$ cat src/rtl/mprqs_pkg.sv
// ----------------------------------------------------------------------------
// mprqs_pkg
// Shared types and constants of the ready-queue scheduler.
// ----------------------------------------------------------------------------
package mprqs_pkg;

  localparam int unsigned QUEUE_DEPTH_DEF = 8;
  localparam int unsigned SIDE_LIMIT_DEF  = 3;
  localparam logic [23:0] QUANTUM_MIN     = 24'd100;
  localparam logic [23:0] QUANTUM_RST     = 24'd1000;

  localparam logic [2:0] MODE_FCFS = 3'd0;
  localparam logic [2:0] MODE_SJF  = 3'd1;
  localparam logic [2:0] MODE_SRTF = 3'd2;
  localparam logic [2:0] MODE_EDF  = 3'd3;
  localparam logic [2:0] MODE_RR   = 3'd4;
  localparam logic [2:0] MODE_PRIO = 3'd5;

  localparam logic [2:0] CMD_ENQ    = 3'd0;
  localparam logic [2:0] CMD_TICK   = 3'd1;
  localparam logic [2:0] CMD_CLEAR  = 3'd2;
  localparam logic [2:0] CMD_HOLD   = 3'd3;
  localparam logic [2:0] CMD_RESUME = 3'd4;

  localparam logic [1:0] STOP_NONE = 2'd0;
  localparam logic [1:0] STOP_FIN  = 2'd1;
  localparam logic [1:0] STOP_PRE  = 2'd2;
  localparam logic [1:0] STOP_DROP = 2'd3;

  localparam logic CFG_MODE    = 1'b0;
  localparam logic CFG_QUANTUM = 1'b1;

  typedef struct packed {
    logic [2:0]  cmd;
    logic [7:0]  job_id;
    logic        side;
    logic [23:0] service_ms;
    logic [23:0] remaining_ms;
    logic [31:0] deadline_ms;
    logic [7:0]  urgency;
    logic [15:0] arrival_seq;
    logic [9:0]  tick_ms;
  } in_item_t;

  typedef struct packed {
    logic        accepted;
    logic        started_valid;
    logic [7:0]  started_id;
    logic [1:0]  stop_kind;
    logic [7:0]  stopped_id;
    logic [3:0]  ready_count;
    logic [15:0] completed_left;
    logic [15:0] completed_right;
    logic [15:0] completed_all;
    logic [31:0] wait_sum_ms;
    logic [31:0] turnaround_sum_ms;
    logic [31:0] service_sum_ms;
  } out_item_t;

  // One queued or active job.
  typedef struct packed {
    logic [7:0]  id;
    logic        side;
    logic [23:0] service;
    logic [23:0] remaining;
    logic [31:0] deadline;
    logic [7:0]  urgency;
    logic [15:0] arrival;
    logic [31:0] enq;
    logic        started;
    logic [31:0] start;
  } job_t;

  // Controller to datapath commands.
  typedef struct packed {
    logic load;       // capture the item, clear flags
    logic scan_step;  // examine entry scan index
    logic scan_clr;   // reset scan index and best
    logic insert_new; // insert new job at computed position
    logic insert_act_front;
    logic insert_act_back;
    logic drop_act;   // queue full on requeue
    logic start_best;
    logic finish;
    logic tick_upd;   // advance time and remaining
    logic clear_all;
    logic hold;
    logic resume;
    logic set_acc;
    logic emit;
  } ctl_t;

  // Datapath to controller status.
  typedef struct packed {
    logic [2:0] cmd;
    logic       scan_done;
    logic       enq_ok;
    logic       preempt;
    logic       act_valid;
    logic       act_zero;
    logic       rr_expire;
    logic       q_full;
    logic       q_empty;
  } sts_t;

endpackage

$ cat src/rtl/mprqs_ctrl.sv
// ----------------------------------------------------------------------------
// mprqs_ctrl
// Sequencer that steps the datapath through the work of one command.
// ----------------------------------------------------------------------------
module mprqs_ctrl (
  input  logic            clk,
  input  logic            rst_n,
  input  logic            start,
  output logic            busy,
  input  mprqs_pkg::sts_t sts,
  output mprqs_pkg::ctl_t ctl
);
  import mprqs_pkg::*;

  typedef enum logic [9:0] {
    S_IDLE   = 10'b0000000001,
    S_DISP   = 10'b0000000010,
    S_ESCAN  = 10'b0000000100,
    S_EINS   = 10'b0000001000,
    S_PRE    = 10'b0000010000,
    S_TICK   = 10'b0000100000,
    S_TDEC   = 10'b0001000000,
    S_BSCAN  = 10'b0010000000,
    S_BSTART = 10'b0100000000,
    S_EMIT   = 10'b1000000000
  } state_t;

  state_t state_r, state_nxt;

  always_ff @(posedge clk) begin
    if (!rst_n) state_r <= S_IDLE;
    else state_r <= state_nxt;
  end

  assign busy = (state_r != S_IDLE);

  always_comb begin
    ctl = '0;
    state_nxt = state_r;
    unique case (state_r)
      S_IDLE: begin
        if (start) begin
          ctl.load = 1'b1;
          state_nxt = S_DISP;
        end
      end
      S_DISP: begin
        ctl.scan_clr = 1'b1;
        case (sts.cmd)
          CMD_ENQ:    state_nxt = S_ESCAN;
          CMD_TICK:   state_nxt = S_TICK;
          CMD_CLEAR: begin
            ctl.clear_all = 1'b1;
            state_nxt = S_EMIT;
          end
          CMD_HOLD: begin
            ctl.hold = 1'b1;
            state_nxt = S_EMIT;
          end
          CMD_RESUME: begin
            ctl.resume = 1'b1;
            state_nxt = S_EMIT;
          end
          default: state_nxt = S_EMIT;
        endcase
      end
      // Count same-side entries and find the insertion point.
      S_ESCAN: begin
        if (sts.scan_done) begin
          if (sts.enq_ok) begin
            ctl.insert_new = 1'b1;
            ctl.set_acc = 1'b1;
            state_nxt = S_PRE;
          end else begin
            state_nxt = S_EMIT;
          end
        end else begin
          ctl.scan_step = 1'b1;
        end
      end
      S_EINS: state_nxt = S_EMIT;
      S_PRE: begin
        ctl.scan_clr = 1'b1;
        if (sts.act_valid && sts.preempt) begin
          if (sts.q_full) ctl.drop_act = 1'b1;
          else ctl.insert_act_front = 1'b1;
          state_nxt = S_BSCAN;
        end else begin
          state_nxt = S_EMIT;
        end
      end
      S_TICK: begin
        ctl.tick_upd = 1'b1;
        state_nxt = S_TDEC;
      end
      S_TDEC: begin
        ctl.scan_clr = 1'b1;
        if (sts.act_valid && sts.act_zero) begin
          ctl.finish = 1'b1;
          state_nxt = S_BSCAN;
        end else if (sts.act_valid && sts.rr_expire) begin
          if (sts.q_full) ctl.drop_act = 1'b1;
          else ctl.insert_act_back = 1'b1;
          state_nxt = S_BSCAN;
        end else if (!sts.act_valid) begin
          state_nxt = S_BSCAN;
        end else begin
          state_nxt = S_EMIT;
        end
      end
      S_BSCAN: begin
        if (sts.scan_done) state_nxt = S_BSTART;
        else ctl.scan_step = 1'b1;
      end
      S_BSTART: begin
        if (!sts.q_empty) ctl.start_best = 1'b1;
        state_nxt = S_EMIT;
      end
      S_EMIT: begin
        ctl.emit = 1'b1;
        state_nxt = S_IDLE;
      end
      default: state_nxt = S_IDLE;
    endcase
  end

endmodule

$ cat config.mk
export PLATFORM = sky130hd
export DESIGN_NAME = mprqs_ctrl
export DESIGN_NICKNAME = d
export VERILOG_FILES = /design/src/rtl/mprqs_pkg.sv /design/src/rtl/mprqs_ctrl.sv
export SDC_FILE = /design/constraint.sdc
export NUM_CORES = 1
export LEC_CHECK = 0
export ABC_AREA = 1
export BUFFER_PORTS_ARGS = -buffer_cell sky130_fd_sc_hd__buf_2
export CAP_MARGIN = 0
export CORE_AREA = 4 4 47 45
export DETAILED_ROUTE_END_ITERATION = 10
export DIE_AREA = 0 0 51 49
export HOLD_SLACK_MARGIN = 0.06
export MAX_ROUTING_LAYER = met4
export PLACE_DENSITY_LB_ADDON = 0.08
export SKIP_CTS_REPAIR_TIMING = 1
export SYNTH_ARGS = -nofsm -noshare
export SYNTH_HDL_FRONTEND = slang
export SYNTH_SLANG_ARGS = --single-unit
$ cat constraint.sdc
create_clock -name clk -period 1.5 [get_ports clk]
set_input_delay 0.075 -clock clk [delete_from_list [all_inputs] [get_ports clk]]
set_output_delay 0.075 -clock clk [all_outputs]
set_load 0.005 [all_outputs]
# Word-level counts from Yosys, hierarchy flattened
# Index checks and enable logic that the tools add are counted.
[classes]
n_eq_ne = 18
muxes = 37
reduce_logical = 8
[ops]
columns = ["cell", "count"]
rows = [
  ["2-to-1 mux 10 bit", 8],
  ["one-hot mux 10 bit (8 select lines)", 1],
  ["2-to-1 mux 1 bit", 23],
  ["one-hot mux 10 bit (2 select lines)", 1],
  ["equality test 10 x 1 -> 1 bit, second input constant", 1],
  ["equality test 10 bit, second input constant", 1],
  ["equality test 10 x 2 -> 1 bit, second input constant", 1],
  ["equality test 10 x 3 -> 1 bit, second input constant", 1],
  ["equality test 10 x 4 -> 1 bit, second input constant", 1],
  ["equality test 10 x 5 -> 1 bit, second input constant", 1],
  ["equality test 10 x 6 -> 1 bit, second input constant", 1],
  ["equality test 10 x 7 -> 1 bit, second input constant", 1],
  ["equality test 10 x 8 -> 1 bit, second input constant", 1],
  ["equality test 10 x 9 -> 1 bit, second input constant", 1],
  ["!= test 10 x 1 -> 1 bit, second input constant", 1],
  ["equality test 3 x 2 -> 1 bit, second input constant", 2],
  ["!= test 2 bit, second input constant", 3],
  ["2-to-1 mux 2 bit", 2],
  ["OR reduction 2 bit", 2],
  ["equality test 3 x 1 -> 1 bit, second input constant", 1],
  ["equality test 3 bit, second input constant", 1],
  ["logical AND 1 bit", 3],
  ["zero test 3 bit", 1],
  ["2-to-1 mux 3 bit", 1],
  ["3 further kinds", 3],
]
[word_totals]
regBits = 10
input_bits = 14
out_inout_bits = 16

# Logic depth before layout (Yosys ltp)
# Gate-level depths: netlist of the first run.
[logic_depth]
word_depth = 4
depth_mapped = 11
mapped_depth_nobuf = 11

# Worst setup path before layout of the first run
# OpenSTA, ideal clock, no wires.
[synth_timing]
path_type = "register to register"
from = "register state_r[0]"
to = "register state_r[9]"
setup_time_ns = 0.120
t_arrival_ns = 1.055
required_ns = 1.380
slack_ns = 0.325
path_stages_with_launch = 11
path_buffers = 0
period_less_slack_ns = 1.175
path_cell_list = "dfxtp_1 -> nor2_2 -> inv_2 -> nor2_4 -> nand2_2 -> nand2_2 -> nand2_2 -> nand2_2 -> inv_2 -> nand3_1 -> nor2_1"
[synth_between]
elab_chain_len = 3
word_cells_on_any_way = 15
classes_between = "eq/ne: 12; mux: 1; reduce/logical: 2"
[synth_lines]
columns = ["element", "line_no", "rtl"]
rows = [
  ["start, declared", "mprqs_ctrl.sv:28", "state_t state_r, state_nxt;"],
  ["start signal, assigned", "mprqs_ctrl.sv:32", "else state_r <= state_nxt;"],
  ["equality test 10 x 9 -> 1 bit (tied with other cells)", "mprqs_ctrl.sv:40", "unique case (state_r)"],
  ["OR reduction 2 bit (no source line) / != test 2 bit (equally long branches)", "-", ""],
  ["one-hot mux 10 bit (8 select lines) / AND reduction 3 bit (equally long branches)", "-", ""],
]
# Parallel ways exist; a longest one is shown, timed or not.
# A chain may end at the register's enable or synchronous reset.

==> flow_metrics.env, run 1 <==
export IMPL_cp_end_kind="primary output"
export IMPL_hold_path_class="in -> reg"
export IMPL_place_congestion=0.891
export IMPL_setup_tns_ns=0
export IMPL_core_area_um2=1630
export IMPL_port_buffers=29
export IMPL_drive_above_1_share=0.450
export IMPL_required_ns=1.42
export IMPL_cpLargestDelayFamily="simple AND/OR/NAND/NOR gates"
export IMPL_top_register="state_r"
export IMPL_diodes=0
export IMPL_slew_headroom=0.822
export IMPL_row_count=14
export IMPL_cts_buffer_depth=2
export IMPL_cp_slowest_cell="dfxtp_2"
export IMPL_drt_wl_total_um=2230
export IMPL_critPathMaxStageDelay_ns=0.35
export IMPL_switching_share=0.321
export IMPL_period_minus_slack_ns=1.49
export IMPL_status="finished, final reports clean"
export IMPL_yosys_warnings=0
export IMPL_fin_cells=184
export IMPL_finalMaxSlewViolations=0
export IMPL_largest_reg_flops=9
export IMPL_cts_made_buffers=3
export IMPL_startpoint_type="register"
export IMPL_grt_antenna_before_repair=0
export IMPL_hold_viol=0
export IMPL_die_w_um=51
export IMPL_grt_start_max_net_pins=10
export IMPL_cts_tree="yes"
export IMPL_place_area_um2=885
export IMPL_grt_pass1_wl_um=3060
export IMPL_avgRoutedWirePerCell_um=12.1
export IMPL_power_share_combinational=0.257
export IMPL_ios=30
export IMPL_synthCells=120
export IMPL_syn2layout_area_growth_pct=49.7
export IMPL_netlist_area_um2=717
export IMPL_drc=0
export IMPL_syn_avg_cell_area_um2=5.97
export IMPL_p_per_area_nw_per_um2=564
export IMPL_clock_latency_ns=0.27
export IMPL_synth_fp_nets=134
export IMPL_startpoint="state_r[1]"
export IMPL_clk_pin_slew_ns=0.06
export IMPL_cap_violations=0
export IMPL_total_leakage_power_uw=0.000555
export IMPL_fin_hold_ws_ns=0.0517
export IMPL_fp_dieH_um=49
export IMPL_place_inst=172
export IMPL_final_util=0.659
export IMPL_dpl_hpwl_um=1540
export IMPL_power_switching_uw=194
export IMPL_vdd_drop_max_mv=0.457
export IMPL_antenna_left=0
export IMPL_rr_startpoint="state_r[0]"
export IMPL_hp_start="start"
export IMPL_finalNetCount=175
export IMPL_crit_type="reg -> out"
export IMPL_internal_power_uw=411
export IMPL_n_fill_cell=159
export IMPL_first_iter_violations=31
export IMPL_cts_root_buffer="clkbuf_4"
export IMPL_post_route_period_util=0.995
export IMPL_postLayoutCellArea_um2=1070
export IMPL_worst_slew_pin_slew_ns=0.265
export IMPL_initial_core_util=0.440
export IMPL_largestRegisters="state_r: 9 flops"
export IMPL_vias=918
export IMPL_synth_seq_area_share=0.251
export IMPL_critical_path_buf_inv_count=2
export IMPL_dieArea_um2=2500
export IMPL_cp_arrival_ns=1.42
export IMPL_power_frac_seq=0.421
export IMPL_avgViaCountPerCell=4.99
export IMPL_ys_types=20
export IMPL_grt_usage=0.165
export IMPL_power_share_clock=0.322
export IMPL_r2r_cells=11
export IMPL_ys_ff_latch=9
export IMPL_numClockSinks=9
export IMPL_htreeDepth=1
export IMPL_hold_depth=3
export IMPL_finClkSkew_ns=0.00161
export IMPL_setup_viol=0
export IMPL_crit_cells=5
export IMPL_drtPass1Iterations=4
export IMPL_path_cells="inv_1 > nor3_4 > nand4_1 > nor3_2 > buf_2"
export IMPL_max_freq_mhz=670
export IMPL_path_max_fanout=2
export IMPL_grt_pass1_vias=720
export IMPL_overflow=0
export IMPL_grt_setup_unrepaired="true"
cells in the final DEF (no fill, tap or decap), types with 2 or more instances in the layout:
cell and n:
buf_2 29, nand2_1 19, inv_1 16, nor2_1 16, nand3_1 15, nor3_1 7
buf_4 6, nand2_2 5, nor2_2 5, dfxtp_2 5, inv_2 4, nor2_4 4
dfxtp_1 4, nand4_1 3, clkbuf_4 3, nand2_4 2, nor4_4 2, nor4_1 2
dlygate4sd3_1 2
path summary, 6_finish.rpt:
| kind | endpoint | slack (ns) |
|---|---|---|
| min | state_r[1] | 0.05 |
| max | ctl[3] | 0.008 |
| min reg2reg | state_r[2] | 0.52 |
| max reg2reg | state_r[9] | 0.07 |
power groups by stage:
stage / logic, uW / clock network (uW) / registers, uW
floorplan: 74.6 / 0 / 254
detailed placement: 121 / 0 / 255
finish: 155 / 195 / 255
global placement: 120 / 0 / 255
global route: 172 / 214 / 256
CTS: 121 / 196 / 250
metrics by stage:
| stage | setup slack (ns) | power, uW |
|---|---|---|
| 2_1_floorplan | 0.325 | 329 |
| 3_3_place_gp | 0.0846 | 375 |
| 3_5_place_dp | 0.108 | 376 |
| 4_1_cts | -0.145 | 567 |
| 5_1_grt | -0.113 | 641 |
| 6_report | 0.00753 | 605 |
final cells by class:
class / count / area [um^2] / area share
Tap cell: 24 / 30.0 / 0.0280
Clock buffer: 4 / 26.3 / 0.0245
Inverter: 22 / 90.1 / 0.0839
Multi-Input combinational cell: 88 / 531 / 0.494
Sequential cell: 9 / 186 / 0.174
Timing Repair Buffer: 37 / 210 / 0.196
logic make-up after synthesis:
| logic type | count (synthesis) | share of synthesized area |
|---|---|---|
| buf+inv | 23 | 0.129 |
| simple gates | 85 | 0.586 |
| flops | 9 | 0.251 |
| compound gates | 3 | 0.0332 |
synthesized netlist by cell type (all sizes together):
cell / n / area share
inv: 22 / 0.12
dfxtp: 9 / 0.25
nor4: 4 / 0.035
nand3: 17 / 0.13
nand2: 26 / 0.17
buf: 1 / 0.010
a21oi: 1 / 0.012
nand4: 3 / 0.026
nor2: 25 / 0.16
nand3b: 1 / 0.010
a21boi: 1 / 0.010
o211ai: 1 / 0.010
nor3: 9 / 0.063
worst register-to-register path: cells and delay by family, from the launching register on:
family        cells  cell delay [ns]
buf+inv           3             0.25
flops             1             0.35
simple gates      8             0.73
per-layer routing:
metal	share of wire	vias up	global-route usage
li1	-	469	-
met1	0.45	416	0.209
met2	0.47	28	0.240
met3	0.059	5	0.0428
met4	0.020	0	0.0807
met5	0	-	-
No activity file was read; power rests on OpenSTA's default activity.
==> inputs of run 2 (changes only) <==
--- a/config.mk
+++ b/config.mk
@@ -7,14 +7,16 @@
 export LEC_CHECK = 0
 export ABC_AREA = 1
 export BUFFER_PORTS_ARGS = -buffer_cell sky130_fd_sc_hd__buf_2
-export CAP_MARGIN = 0
+export CAP_MARGIN = 30
 export CORE_AREA = 4 4 47 45
 export DETAILED_ROUTE_END_ITERATION = 10
 export DIE_AREA = 0 0 51 49
 export HOLD_SLACK_MARGIN = 0.06
 export MAX_ROUTING_LAYER = met4
 export PLACE_DENSITY_LB_ADDON = 0.08
+export REMOVE_ABC_BUFFERS = 1
 export SKIP_CTS_REPAIR_TIMING = 1
+export SLEW_MARGIN = 20
 export SYNTH_ARGS = -nofsm -noshare
 export SYNTH_HDL_FRONTEND = slang
 export SYNTH_SLANG_ARGS = --single-unit
==> run 2 against run 1 <==
  * Combinational power is 9% lower
  * Highest routed layer unchanged
  * Design area is 1.7% lower
  * Register-to-register slack hardly changed
  * Hold slack better by 0.016 ns
  * The run now ends with setup timing left
  * Power is 2.7% lower
  * Die area stayed put
  * Count of clock-buffer cells in the layout stayed put
  * Clock skew is 0.0049 ns higher
  * Sequential share of layout area is 0.31 points higher
==> flow_metrics.env, run 2 (synthesis results as in run 1) <==
export IMPL_avgRoutedWirePerCell_um=11.4
export IMPL_finalMaxSlewViolations=0
export IMPL_vias=910
export IMPL_rr_startpoint="state_r[1]"
export IMPL_power_share_clock=0.329
export IMPL_syn2layout_area_growth_pct=47.1
export IMPL_drt_wl_total_um=2090
export IMPL_drc=0
export IMPL_vdd_drop_max_mv=0.306
export IMPL_hold_end="state_r[1]"
export IMPL_cts_made_buffers=3
export IMPL_cpLargestDelayFamily="simple AND/OR/NAND/NOR gates"
export IMPL_power_share_combinational=0.239
export IMPL_place_ws_ns=0.140
export IMPL_mostFrequentLayoutCells="buf_2, nand2_1, nor2_1"
export IMPL_critical_path_buf_inv_count=2
export IMPL_grt_setup_unrepaired="true"
export IMPL_numClockSinks=9
export IMPL_htreeDepth=1
export IMPL_diodes=0
export IMPL_cp_arrival_ns=1.44
export IMPL_wl_met2_um=950
export IMPL_clk_pin_slew_ns=0.07
export IMPL_hp_start="start"
export IMPL_fin_hold_ws_ns=0.0675
export IMPL_finalNetCount=175
export IMPL_place_congestion=0.893
export IMPL_ios=30
export IMPL_hold_depth=3
export IMPL_port_buffers=29
export IMPL_hold_viol=0
export IMPL_period_minus_slack_ns=1.51
export IMPL_startpoint_type="register"
export IMPL_routed_wl_met3_um=120
export IMPL_largestRegisters="state_r: 9 flops"
export IMPL_grt_usage=0.161
export IMPL_path_max_fanout=7
export IMPL_critPathMaxStageDelay_ns=0.34
export IMPL_power_switching_uw=186
export IMPL_hold_path_class="in -> reg"
export IMPL_drt_met1_wl_um=976
export IMPL_die_w_um=51
export IMPL_grt_antenna_before_repair=0
export IMPL_dpl_hpwl_um=1540
export IMPL_post_route_period_util=1.01
export IMPL_cts_tree="yes"
export IMPL_finClkSkew_ns=0.00650
export IMPL_fp_dieH_um=49
export IMPL_dieArea_um2=2500
export IMPL_grt_start_max_net_pins=10
export IMPL_r2r_cells=11
export IMPL_worst_slew_pin_slew_ns=0.263
export IMPL_largest_reg_flops=9
export IMPL_status="finished with violations"
export IMPL_max_freq_mhz=662
export IMPL_path_cells="nor2_4 > inv_4 > nor2_4 > nand4_1 > a21boi_1 > buf_2"
export IMPL_slew_headroom=0.824
export IMPL_cts_root_buffer="clkbuf_4"
export IMPL_core_area_um2=1630
export IMPL_highest_layer="met4"
export IMPL_drtPass1Iterations=4
export IMPL_required_ns=1.42
export IMPL_r2r_end="state_r[0]"
export IMPL_r2r_slack_ns=0.07
export IMPL_avgViaCountPerCell=4.95
export IMPL_p_per_area_nw_per_um2=558
export IMPL_cap_violations=0
export IMPL_drive_above_1_share=0.438
export IMPL_crit_type="reg -> out"
export IMPL_violations="setup timing"
export IMPL_cts_buffer_depth=2
export IMPL_grt_pass1_vias=740
export IMPL_top_register="state_r"
export IMPL_cpMostUsedCell="nor2_4"
export IMPL_first_iter_violations=27
export IMPL_overflow=0
export IMPL_antenna_left=0
export IMPL_setup_viol=1
export IMPL_total_leakage_power_uw=0.000548
export IMPL_cp_slowest_cell="dfxtp_2"
export IMPL_grt_pass1_wl_um=3020
export IMPL_initial_core_util=0.440
export IMPL_switching_share=0.316
export IMPL_row_count=14
export IMPL_internal_power_uw=403
export IMPL_setup_ws_ns=-0.0104
export IMPL_clock_latency_ns=0.27
export IMPL_cp_end_kind="primary output"
export IMPL_power_frac_seq=0.432
export IMPL_final_common_cell="buf_2"
-- run 2: worst max path at each step --
stage	slack, ns	depth (start not counted)	end	start
final	-0.01	6	ctl[8]	state_r[1]
after global routing	-0.09	6	ctl[9]	state_r[4]
after global placement	0.12	6	ctl[8]	state_r[0]
after detailed placement	0.14	6	ctl[8]	state_r[0]
after floorplan	0.33	10	state_r[9]	state_r[0]
after CTS	-0.14	6	ctl[8]	state_r[0]
-- run 2: worst reg2reg max path, delay by kind of cell, from the launching register on --
| family | cells | cell delay (ns) |
|---|---|---|
| buf+inv | 2 | 0.23 |
| flops | 1 | 0.34 |
| simple gates | 9 | 0.77 |
-- run 2: layer usage --
metal | vias to the layer above | GRT usage
met4 | 0 | 0.0807
met5 | - | -
met3 | 5 | 0.0275
met2 | 33 | 0.223
met1 | 402 | 0.222
li1 | 470 | -
-- run 2: power by group through the flow --
stage	clock [uW]	combinational, uW	sequential [uW]
6_report	194	141	254
5_1_grt	207	153	255
4_1_cts	196	120	250
3_5_place_dp	0	119	255
3_3_place_gp	0	120	255
2_1_floorplan	0	74.6	254
-- run 2: layout make-up --
cell class | count | area [um^2]
fill | 151 | 574
multi-input combinational | 88 | 509
timing repair buffer | 36 | 205
sequential | 9 | 186
inverter | 22 | 92.6
tap | 24 | 30.0
clock buffer | 4 | 26.3
timing repair inverter | 1 | 5.00
-- run 2: per-stage QoR --
stage | power, uW | area (um^2) | setup TNS [ns] | cells | util
6_report | 589 | 1050 | -0.0104 | 184 | 0.647
5_1_grt | 615 | 1050 | -0.362 | 184 | 0.647
4_1_cts | 566 | 911 | -0.277 | 176 | 0.559
3_5_place_dp | 375 | 885 | 0 | 172 | 0.543
3_3_place_gp | 375 | 885 | 0 | 172 | 0.543
2_1_floorplan | 329 | 709 | 0 | 119 | -
==> inputs of run 3 (changes only) <==
--- a/config.mk
+++ b/config.mk
@@ -5,12 +5,11 @@
 export SDC_FILE = /design/constraint.sdc
 export NUM_CORES = 1
 export LEC_CHECK = 0
-export ABC_AREA = 1
 export BUFFER_PORTS_ARGS = -buffer_cell sky130_fd_sc_hd__buf_2
 export CAP_MARGIN = 30
-export CORE_AREA = 4 4 47 45
+export CORE_AREA = 2 2 45 43
 export DETAILED_ROUTE_END_ITERATION = 10
-export DIE_AREA = 0 0 51 49
+export DIE_AREA = 0 0 47 45
 export HOLD_SLACK_MARGIN = 0.06
 export MAX_ROUTING_LAYER = met4
 export PLACE_DENSITY_LB_ADDON = 0.08
==> run 3 against run 2 <==
  * The flow still finishes with violations (setup timing)
  * First-iteration DRC count decreased by 52%
  * Area after synthesis shrank 4.2%
  * Setup slack got worse by 0.52 ns
  * Critical path depth shrank 1
  * Hold slack improved by 0.039 ns
  * Register-to-register slack lost 0.60 ns
  * Core utilization rose by 13 points
==> flow_metrics.env, run 3 <==
export IMPL_htreeDepth=1
export IMPL_dpl_hpwl_um=1540
export IMPL_synthAdderAreaFrac=0
export IMPL_core_area_um2=1610
export IMPL_grt_pass1_wl_um=3140
export IMPL_dieArea_um2=2120
export IMPL_r2r_end="state_r[9]"
export IMPL_drt_wl_total_um=2450
export IMPL_synth_flop_cell="dfxtp_1"
export IMPL_cts_made_buffers=3
export IMPL_finClkSkew_ns=0.00414
export IMPL_first_iter_violations=13
export IMPL_required_ns=1.42
export IMPL_drc=0
export IMPL_initial_core_util=0.426
export IMPL_overflow=0
export IMPL_multi_input_area_um2=609
export IMPL_avgViaCountPerCell=5.32
export IMPL_cts_tree="yes"
export IMPL_total_leakage_power_uw=0.000566
export IMPL_vias=873
export IMPL_regArea_um2=185
export IMPL_slew_headroom=0.631
export IMPL_row_count=14
export IMPL_drtPass1Iterations=4
export IMPL_cts_root_buffer="clkbuf_4"
export IMPL_grt_start_max_net_pins=9
export IMPL_synth_common_cells="dfxtp_1, nor2_1, nor3_1"
export IMPL_post_route_period_util=1.36
export IMPL_syn_avg_cell_area_um2=8.18
export IMPL_grt_setup_unrepaired="true"
export IMPL_syn2layout_area_growth_pct=83.1
export IMPL_largest_reg_flops=9
export IMPL_fin_hold_ws_ns=0.107
export IMPL_largestRegisters="state_r: 9 flops"
export IMPL_synthCells=84
export IMPL_avgRoutedWirePerCell_um=15.0
export IMPL_crit_end="ctl[14]"
export IMPL_grt_usage=0.217
export IMPL_netlist_area_um2=687
export IMPL_grt_antenna_before_repair=0
export IMPL_rr_startpoint="state_r[5]"
export IMPL_startpoint="state_r[5]"
export IMPL_startpoint_type="register"
export IMPL_worst_slew_pin_slew_ns=0.553
export IMPL_ys_types=38
export IMPL_synthMuxAreaShare=0
export IMPL_status="finished with violations"
export IMPL_yosys_warnings=0
export IMPL_grt_pass1_vias=732
export IMPL_p_per_area_nw_per_um2=524
export IMPL_port_buffers=29
export IMPL_yosys_area_top_type="dfxtp_1"
export IMPL_numClockSinks=9
export IMPL_setup_tns_ns=-7.76
export IMPL_cap_violations=0
export IMPL_synth_xor_area_frac=0.0255
export IMPL_synth_top_area_frac=0.262
export IMPL_finalNetCount=155
export IMPL_finalPower_uw=658
export IMPL_place_congestion=0.831
export IMPL_antenna_left=0
export IMPL_clock_latency_ns=0.28
export IMPL_n_fill_cell=133
export IMPL_r2r_slack_ns=-0.53
export IMPL_path_max_fanout=3
export IMPL_r2r_cells=6
export IMPL_hp_start="sts[8]"
export IMPL_crit_type="reg -> out"
export IMPL_max_freq_mhz=492
export IMPL_finalMaxSlewViolations=0
export IMPL_ys_ff_latch=9
export IMPL_clk_pin_slew_ns=0.07
export IMPL_hold_viol=0
export IMPL_hold_path_class="in -> reg"
export IMPL_vdd_drop_max_mv=0.445
export IMPL_synth_compound_area_frac=0.197
export IMPL_top_register="state_r"
export IMPL_die_w_um=47
export IMPL_fp_dieH_um=45
export IMPL_yosysMostFrequentCell="dfxtp_1"
export IMPL_period_minus_slack_ns=2.03
export IMPL_diodes=0
export IMPL_synth_top_family_by_area="simple AND/OR/NAND/NOR gates"
export IMPL_synth_edf_count=0
export IMPL_cts_buffer_depth=2
export IMPL_async_reset_ff_frac=0
export IMPL_yosys_area_share_simple=0.444
export IMPL_synth_seq_area_share=0.262
export IMPL_final_common_cell="buf_2"
export IMPL_cp_arrival_ns=1.96
export IMPL_place_ws_ns=-0.456
export IMPL_mostFrequentLayoutCells="buf_2, buf_4, buf_6"
export IMPL_violations="setup timing"
export IMPL_setup_viol=25
export IMPL_drive_above_1_share=0.643
export IMPL_synth_area_top_cells="dfxtp_1, nor3_1, nor2_1, a2111oi_4, and3_1"
export IMPL_cp_end_kind="primary output"
export IMPL_setup_ws_ns=-0.535
export IMPL_ios=30
run 3: kinds of logic after synthesis:
kind of cell | after synthesis
compound gates | 15
simple gates | 50
flops | 9
xor+xnor | 2
buf+inv | 8
run 3: area by class of cell:
| class | instances | share of cell area |
|---|---|---|
| tap | 24 | 0.0239 |
| timing repair buffer | 56 | 0.310 |
| multi-input combinational | 67 | 0.485 |
| clock buffer | 3 | 0.0179 |
| sequential | 9 | 0.147 |
| inverter | 4 | 0.0119 |
| clock inverter | 1 | 0.00398 |
run 3: metrics by stage:
stage,util,instance area [um^2],cells
after floorplan,-,653,80
after global placement,0.607,978,153
after detailed placement,0.607,978,153
after CTS,0.624,1010,157
after global routing,0.780,1260,164
final,0.780,1260,164
run 3: worst min-delay path by stage:
| stage | endpoint | slack, ns | cells after the start |
|---|---|---|---|
| floorplan | ctl[10] | 0.18 | 1 |
| global placement | ctl[7] | 0.37 | 3 |
| detailed placement | ctl[7] | 0.37 | 3 |
| CTS | state_r[1] | 0.11 | 2 |
| global route | state_r[2] | 0.13 | 2 |
| finish | state_r[2] | 0.11 | 4 |
run 3: layer usage:
metal,vias up,share of wire,track usage
met5,-,0,-
met4,0,0.0086,0.0500
met3,5,0.068,0.0600
met2,33,0.51,0.334
met1,412,0.41,0.282
li1,423,-,-
run 3: critical path, stage by stage, from the launching register on:
cell and delay, ns:
dfxtp_2 0.33, or4_4 0.53, or4b_4 0.51, buf_6 0.14
nor2_4 0.06, buf_2 0.11
run 3: report_power, final:
| group | internal, uW | total [uW] | switching [uW] |
|---|---|---|---|
| Clock | 99.0 | 209 | 110 |
| Combinational | 107 | 193 | 86.6 |
| Sequential | 245 | 256 | 10.5 |
| Total | 451 | 658 | 207 |
